`src/waypoint_path_densifier_macros.svh`:
```
// ---------------------------------------------------------------------------
// Waypoint path densifier assertion macros
// Short forms for the concurrent checks of the densifier.
// ---------------------------------------------------------------------------
`ifndef WAYPOINT_PATH_DENSIFIER_MACROS_SVH
`define WAYPOINT_PATH_DENSIFIER_MACROS_SVH

// Check a property on every clock edge outside reset.
`define WPD_ASSERT(lbl, prop, msg) \
  lbl: assert property (@(posedge clk_i) disable iff (!rst_ni) (prop)) else $error(msg);

// Check that a condition never holds outside reset.
`define WPD_NEVER(lbl, cond, msg) \
  lbl: assert property (@(posedge clk_i) disable iff (!rst_ni) !(cond)) else $error(msg);

`endif

```
`src/wpd_pkg.sv`:
```
// ---------------------------------------------------------------------------
// Waypoint path densifier package
// Shared widths, defaults and controller/datapath command types.
// ---------------------------------------------------------------------------
package wpd_pkg;

  localparam int unsigned CW            = 32;
  localparam int unsigned MAX_SEG_DEF   = 64;
  localparam int unsigned FRAC_BITS_DEF = 16;
  localparam int unsigned DIV_STEPS     = CW + 1;
  localparam int unsigned CNT_W         = $clog2(DIV_STEPS + 1);

  typedef enum logic [1:0] {
    MUL_RES = 2'd0,
    MUL_X   = 2'd1,
    MUL_Y   = 2'd2,
    MUL_Z   = 2'd3
  } mul_sel_e;

  typedef struct packed {
    logic     load;
    logic     mul_en;
    mul_sel_e mul_sel;
    logic     search_init;
    logic     search_step;
    logic     div_step;
    logic     emit_first;
    logic     emit_pt;
    logic     commit;
  } wpd_cmd_t;

  typedef struct packed {
    logic found;
    logic at_max;
    logic last_pt;
    logic rem_ok;
  } wpd_stat_t;

endpackage

```
`src/wpd_ctrl.sv`:
```
// ---------------------------------------------------------------------------
// Waypoint path densifier controller
// Sequences load, squaring, count search, division and point emission.
// ---------------------------------------------------------------------------
module wpd_ctrl import wpd_pkg::*; (
  input  logic      clk_i,
  input  logic      rst_ni,
  input  logic      in_valid_i,
  input  logic      in_start_i,
  output logic      in_ready_o,
  input  logic      out_ready_i,
  output logic      out_valid_o,
  input  wpd_stat_t st_i,
  output wpd_cmd_t  cmd_o
);

  typedef enum logic [6:0] {
    S_IDLE   = 7'b0000001,
    S_FIRST  = 7'b0000010,
    S_MUL    = 7'b0000100,
    S_SINIT  = 7'b0001000,
    S_SEARCH = 7'b0010000,
    S_DIV    = 7'b0100000,
    S_EMIT   = 7'b1000000
  } state_e;

  state_e             state_q, state_d;
  logic [CNT_W-1:0]   cnt_q, cnt_d;
  logic               out_valid_q, out_valid_d;
  logic               have_prev_q, have_prev_d;
  logic               out_free;

  assign out_free    = !out_valid_q || out_ready_i;
  assign out_valid_o = out_valid_q;

  always_comb begin
    state_d     = state_q;
    cnt_d       = cnt_q;
    have_prev_d = have_prev_q;
    out_valid_d = out_valid_q && !out_ready_i;
    in_ready_o  = 1'b0;
    cmd_o       = '0;
    cmd_o.mul_sel = MUL_RES;
    unique case (state_q)
      S_IDLE: begin
        in_ready_o = 1'b1;
        if (in_valid_i) begin
          cmd_o.load = 1'b1;
          cnt_d      = '0;
          state_d    = (in_start_i || !have_prev_q) ? S_FIRST : S_MUL;
        end
      end
      S_FIRST: begin
        if (out_free) begin
          cmd_o.emit_first = 1'b1;
          cmd_o.commit     = 1'b1;
          have_prev_d      = 1'b1;
          out_valid_d      = 1'b1;
          state_d          = S_IDLE;
        end
      end
      S_MUL: begin
        cmd_o.mul_en  = 1'b1;
        cmd_o.mul_sel = mul_sel_e'(cnt_q[1:0]);
        cnt_d         = cnt_q + 1'b1;
        if (mul_sel_e'(cnt_q[1:0]) == MUL_Z) begin
          state_d = S_SINIT;
        end
      end
      S_SINIT: begin
        cmd_o.search_init = 1'b1;
        state_d           = S_SEARCH;
      end
      S_SEARCH: begin
        cmd_o.search_step = 1'b1;
        cnt_d             = '0;
        if (st_i.found || st_i.at_max) begin
          state_d = S_DIV;
        end
      end
      S_DIV: begin
        cmd_o.div_step = 1'b1;
        cnt_d          = cnt_q + 1'b1;
        if (cnt_q == CNT_W'(DIV_STEPS - 1)) begin
          state_d = S_EMIT;
        end
      end
      S_EMIT: begin
        if (out_free) begin
          cmd_o.emit_pt = 1'b1;
          out_valid_d   = 1'b1;
          if (st_i.last_pt) begin
            cmd_o.commit = 1'b1;
            state_d      = S_IDLE;
          end
        end
      end
      default: begin
        state_d = S_IDLE;
      end
    endcase
  end

  always_ff @(posedge clk_i or negedge rst_ni) begin
    if (!rst_ni) begin
      state_q     <= S_IDLE;
      cnt_q       <= '0;
      out_valid_q <= 1'b0;
      have_prev_q <= 1'b0;
    end else begin
      state_q     <= state_d;
      cnt_q       <= cnt_d;
      out_valid_q <= out_valid_d;
      have_prev_q <= have_prev_d;
    end
  end

endmodule

```
`config.mk`:
```
export PLATFORM = sky130hd
export DESIGN_NAME = wpd_ctrl
export DESIGN_NICKNAME = d
export VERILOG_FILES = /design/src/waypoint_path_densifier_macros.svh /design/src/wpd_pkg.sv /design/src/wpd_ctrl.sv
export SDC_FILE = /design/constraint.sdc
export NUM_CORES = 1
export LEC_CHECK = 0
export BUFFER_PORTS_ARGS = -buffer_cell sky130_fd_sc_hd__buf_2
export CAP_MARGIN = 10
export CORE_MARGIN = 10
export CORE_UTILIZATION = 36
export CTS_BUF_LIST = sky130_fd_sc_hd__clkbuf_4 sky130_fd_sc_hd__clkbuf_8
export CTS_CLUSTER_DIAMETER = 40
export DETAILED_ROUTE_END_ITERATION = 10
export GPL_ROUTABILITY_DRIVEN = 0
export PLACE_DENSITY = 0.68
export SLEW_MARGIN = 20
export SYNTH_ARGS = -nofsm -noshare
export SYNTH_HDL_FRONTEND = slang
export SYNTH_SLANG_ARGS = --single-unit
```
`constraint.sdc`:
```
create_clock -name clk_i -period 2.1 [get_ports clk_i]
set_input_delay 0.42 -clock clk_i [delete_from_list [all_inputs] [get_ports clk_i]]
set_output_delay 0.42 -clock clk_i [all_outputs]
set_load 0.05 [all_outputs]
```
# [Word-level counts from Yosys, hierarchy flattened]
# Cells that the tools add are included.
[op_classes] bitwise=0 mul=0 muxes=26 n_lt_le_gt_ge=0 reduce_logical=13 n_eq_ne=16 div_mod_pow=0 n_addsub=1 shifts=0
[ops] operator="two-way mux 7 bit" count=7
[ops] operator="case mux 7 bit (7 select lines)" count=1
[ops] operator="case mux 6 bit (3 select lines)" count=1
[ops] operator="inequality test 2 bit, second input constant" count=7
[ops] operator="two-way mux 1 bit" count=12
[ops] operator="equality test 7 x 1 -> 1 bit, second input constant" count=1
[ops] operator="equality test 7 x 2 -> 1 bit, second input constant" count=1
[ops] operator="equality test 7 x 3 -> 1 bit, second input constant" count=1
[ops] operator="equality test 7 x 4 -> 1 bit, second input constant" count=1
[ops] operator="equality test 7 x 5 -> 1 bit, second input constant" count=1
[ops] operator="equality test 7 x 6 -> 1 bit, second input constant" count=1
[ops] operator="equality test 7 bit, second input constant" count=1
[ops] operator="AND reduction 7 bit" count=1
[ops] operator="adder 6 x 1 -> 6 bit, second input constant" count=1
[ops] operator="equality test 6 bit, second input constant" count=1
[ops] operator="two-way mux 3 bit" count=2
[ops] operator="two-way mux 6 bit" count=1
[ops] operator="AND reduction 2 bit" count=2
[ops] operator="OR reduction 2 bit" count=2
[ops] operator="logical NOT 1 bit" count=3
[ops] operator="logical OR 1 bit" count=3
[ops] operator="nonzero test 3 bit" count=1
[ops] operator="equality test 2 bit, second input constant" count=1
[ops] operator="two-way mux 2 bit" count=1
[ops] operator="2 further kinds" count=2
[word_totals] latchBits=0 mem_bits_ro=0 ff_bits=15 mem_bits_rw=0 output_inout_bits=12 memories=0 input_bits=9

# [Logic depth before layout (Yosys ltp)]
[depth] word_depth=5 depth_mapped=5 depth_no_buf=5

# [Worst setup path after synthesis]
# OpenSTA, ideal clock, no wires.
[synth_timing] kind="register -> output" start="register state_q[6]" end="output port cmd_o[5] (netlist bit)" arrival_ns=2.657 path_slack_ns=-0.977 required_time_ns=1.680 path_stages_with_launch=3 path_cell_list="dfrtp_1 > or4_4 > nor4b_1"
[synth_rtl] item="start, declared" line_no="wpd_ctrl.sv:27" rtl="state_e state_q, state_d;"
[synth_rtl] item="start signal, assigned" line_no="wpd_ctrl.sv:111" rtl="state_q <= state_d;"
[synth_rtl] item="end, declared" line_no="wpd_ctrl.sv:14" rtl="output wpd_cmd_t cmd_o"

==> impl_metrics.toml <==
[pwr]
clock_power_share_pct = 13.1
combPwrFrac_pct = 60.6
pwr_density_cell_nw_per_um2 = 996
power_mw = 1.37
p_leak_nw = 0.631
sw_frac_of_total_pct = 41.3
ir_drop_uv = 888
seq_power_share_pct = 26.3
p_sw_mw = 0.566
p_int_mw = 0.804

[synth]
synth_cells = 96
syn_avg_cell_area_sq_um = 9.79
synth_cell_type_count = 40
ys_seq_elements = 15
synth_top_area_cell = "dfrtp_1"
ys.flop_type = "dfrtp_1"
yosys_warnings = 0
yosysSeqAreaShare_pct = 40.1
synth_area_sq_um = 940
synth_area_leaders = "dfrtp_1, nor2b_1, inv_1, dfstp_2, xor2_1"
netlist.area_leader.share_pct = 37.3
synth-edff-count = 0
synthesis.nets = 107
async_flop_share_pct = 100

[cts]
clock_latency_ns = 0.29
ctsHoldBuffers = 0
cts_tree = "built"
cts_made_buffers = 3
cts_htree_levels = 1
clk_pin_slew_ns = 0.09
clock-root-buffer = "clkbuf_4"
cts.sinks = 15
clk_path_buf_depth = 2

[job]
max_cap_violations = 0

[timing]
fin_skew_ns = 0.00212
slew_headroom_pct = 70.0
tightest_slew_ns = 0.446
period_share_pct = 107
hold_viol = 0
final.min_clock_period_ns = 2.26
rsz0062_at_grt = "yes"
tns_ns = -1.21
setup_slack_ns = -0.156
maxSlewViolCount = 0
setup_viol = 10
fmax_mhz = 443

[worst_setup_path]
arrival_ns = 1.84
endpoint_kind = "primary output"
crit_type = "reg -> out"
start_kind = "flip-flop"
path_max_fanout = 4
cp.required_ns = 1.68

[floorplan]
ios = 21
start_util_pct = 37.9
die-width_um = 71.1
die_h_um = 71.1
fp.dieArea_sq_um = 5050
fp-row-count = 18
coreArea_sq_um = 2480

[cells_and_area]
antennaDiodeCount = 0
final_util_pct = 55.5
layout.nets = 149
final_area_sq_um = 1380
syn_to_final_growth_pct = 46.3
fillers = 208
drive_gt1_share_pct = 45.3

[global_routing]
antenna_found_initial = 0
grt-ovfl-total = 0
track_usage_pct = 9.49
grt_first_pass_wirelength_um = 4030
grt_pass1_vias = 860
grt_max_degree = 16

[routing]
initialDrtViolationCount = 31
wl_um = 2240
firstDrtPassIters = 4
drc = 0
vias = 857
vias_per_cell = 5.13
routedWlPerCell_um = 13.4
antenna_left = 0

[place]
dp_slack_ns = 0.00454
io_buffers = 19
dpl.hpwl_um = 1730
placed_cell_area_sq_um = 1190

[status]
outcome = "complete, but fails checks"
violations = "setup timing"

[hold_path]
hold_path_class = "in -> async"
[per-stage QoR]
stage               hold WS, ns  std cells
floorplan                 0.124         96
global placement          0.339        156
detailed placement        0.343        156
CTS                      0.0241        165
global route             0.0372        167
finish                   0.0192        167
[cell usage after synthesis (3+ instances only)]
master,count
dfrtp_1,14
inv_1,8
nor2_1,6
nand2_1,5
nor2b_1,5
a21oi_1,4
nand3_1,4
nor3_1,4
o21ai_0,4
and2_1,3
xor2_1,3
[kinds of logic (layout without fill, tap and decap cells)]
group | count (synthesis) | count (layout) | share of synthesized area [%]
AOI/OAI and AO/OA | 22 | 22 | 17.4
xor gates and xnor gates | 3 | 3 | 2.80
adders and majority gates | 2 | 2 | 2.66
buffers and inverters | 9 | 50 | 3.73
DFF | 15 | 15 | 40.1
and+or+nand+nor | 45 | 45 | 33.3
[what timing repair did]
item                                    4_1_cts  5_1_grt
buffers inserted                              5        2
endpoints found under the setup margin       10       11
pin swaps                                     8        1
resized for setup                            29        1
[registers in the layout (all words and copies together) (netlist names)]
name         count
cnt_q            6
state_q          7
out_valid_o      1
have_prev_q      1
[area by class of cell]
cell class	count	area, sq um	area share (%)
repair buffers	38	333	24.2
flip-flops and latches	15	377	27.4
well taps	30	37.5	2.73
inverters	8	33.8	2.46
clock buffers	4	30.0	2.18
multi-input cells	72	564	41.0
[per-layer routing]
metal  wire (um)  vias up  track usage (%)
li1            -      426                -
met1         976      406             11.5
met2        1050       19             14.3
met3         168        6             3.49
met4          53        0             4.73
met5           0        -                0
[path summary, 6_finish.rpt]
| check | cells past startpoint | slack (ns) | endpoint | startpoint |
|---|---|---|---|---|
| worst max-delay path | 6 | -0.16 | cmd_o[1] | state_q[5] |
| worst min-delay path | 1 | 0.02 | cnt_q[0] | rst_ni |
| worst max register to register | 8 | 0.23 | cnt_q[4] | state_q[5] |
| worst min register to register | 1 | 0.48 | have_prev_q | have_prev_q |
| max in group asynchronous | 1 | 1.79 | state_q[0] | rst_ni |
| min in group clk_i | 3 | 0.37 | state_q[5] | st_i[3] |
[power by group through the flow]
stage          clock (mW)  combinational, mW  sequential [mW]
2_1_floorplan           0              0.470            0.387
3_3_place_gp            0              0.679            0.366
3_5_place_dp            0              0.691            0.368
4_1_cts             0.187              0.808            0.361
5_1_grt             0.199              0.907            0.367
6_report            0.180              0.830            0.360
[worst max-delay path: stages (launching register included)]
cell	delay, ns
dfrtp_1	0.39
buf_6	0.12
or3_4	0.33
nand2b_4	0.15
or2_4	0.27
nor2b_4	0.13
buf_8	0.15
[layout by cell type, fill, tap and decap left out, drive strengths merged, types with 3 or more instances in the layout]
cell / count
dfrtp: 14
xor2: 3
o21ai: 6
nand2b: 3
nor4b: 3
inv: 7
nand3: 4
nor3: 5
a21oi: 4
buf: 37
clkbuf: 5
nor4: 4
and2: 3
nor2b: 5
nor2: 7
nand2: 5
No activity file was read; power rests on OpenSTA's default activity.
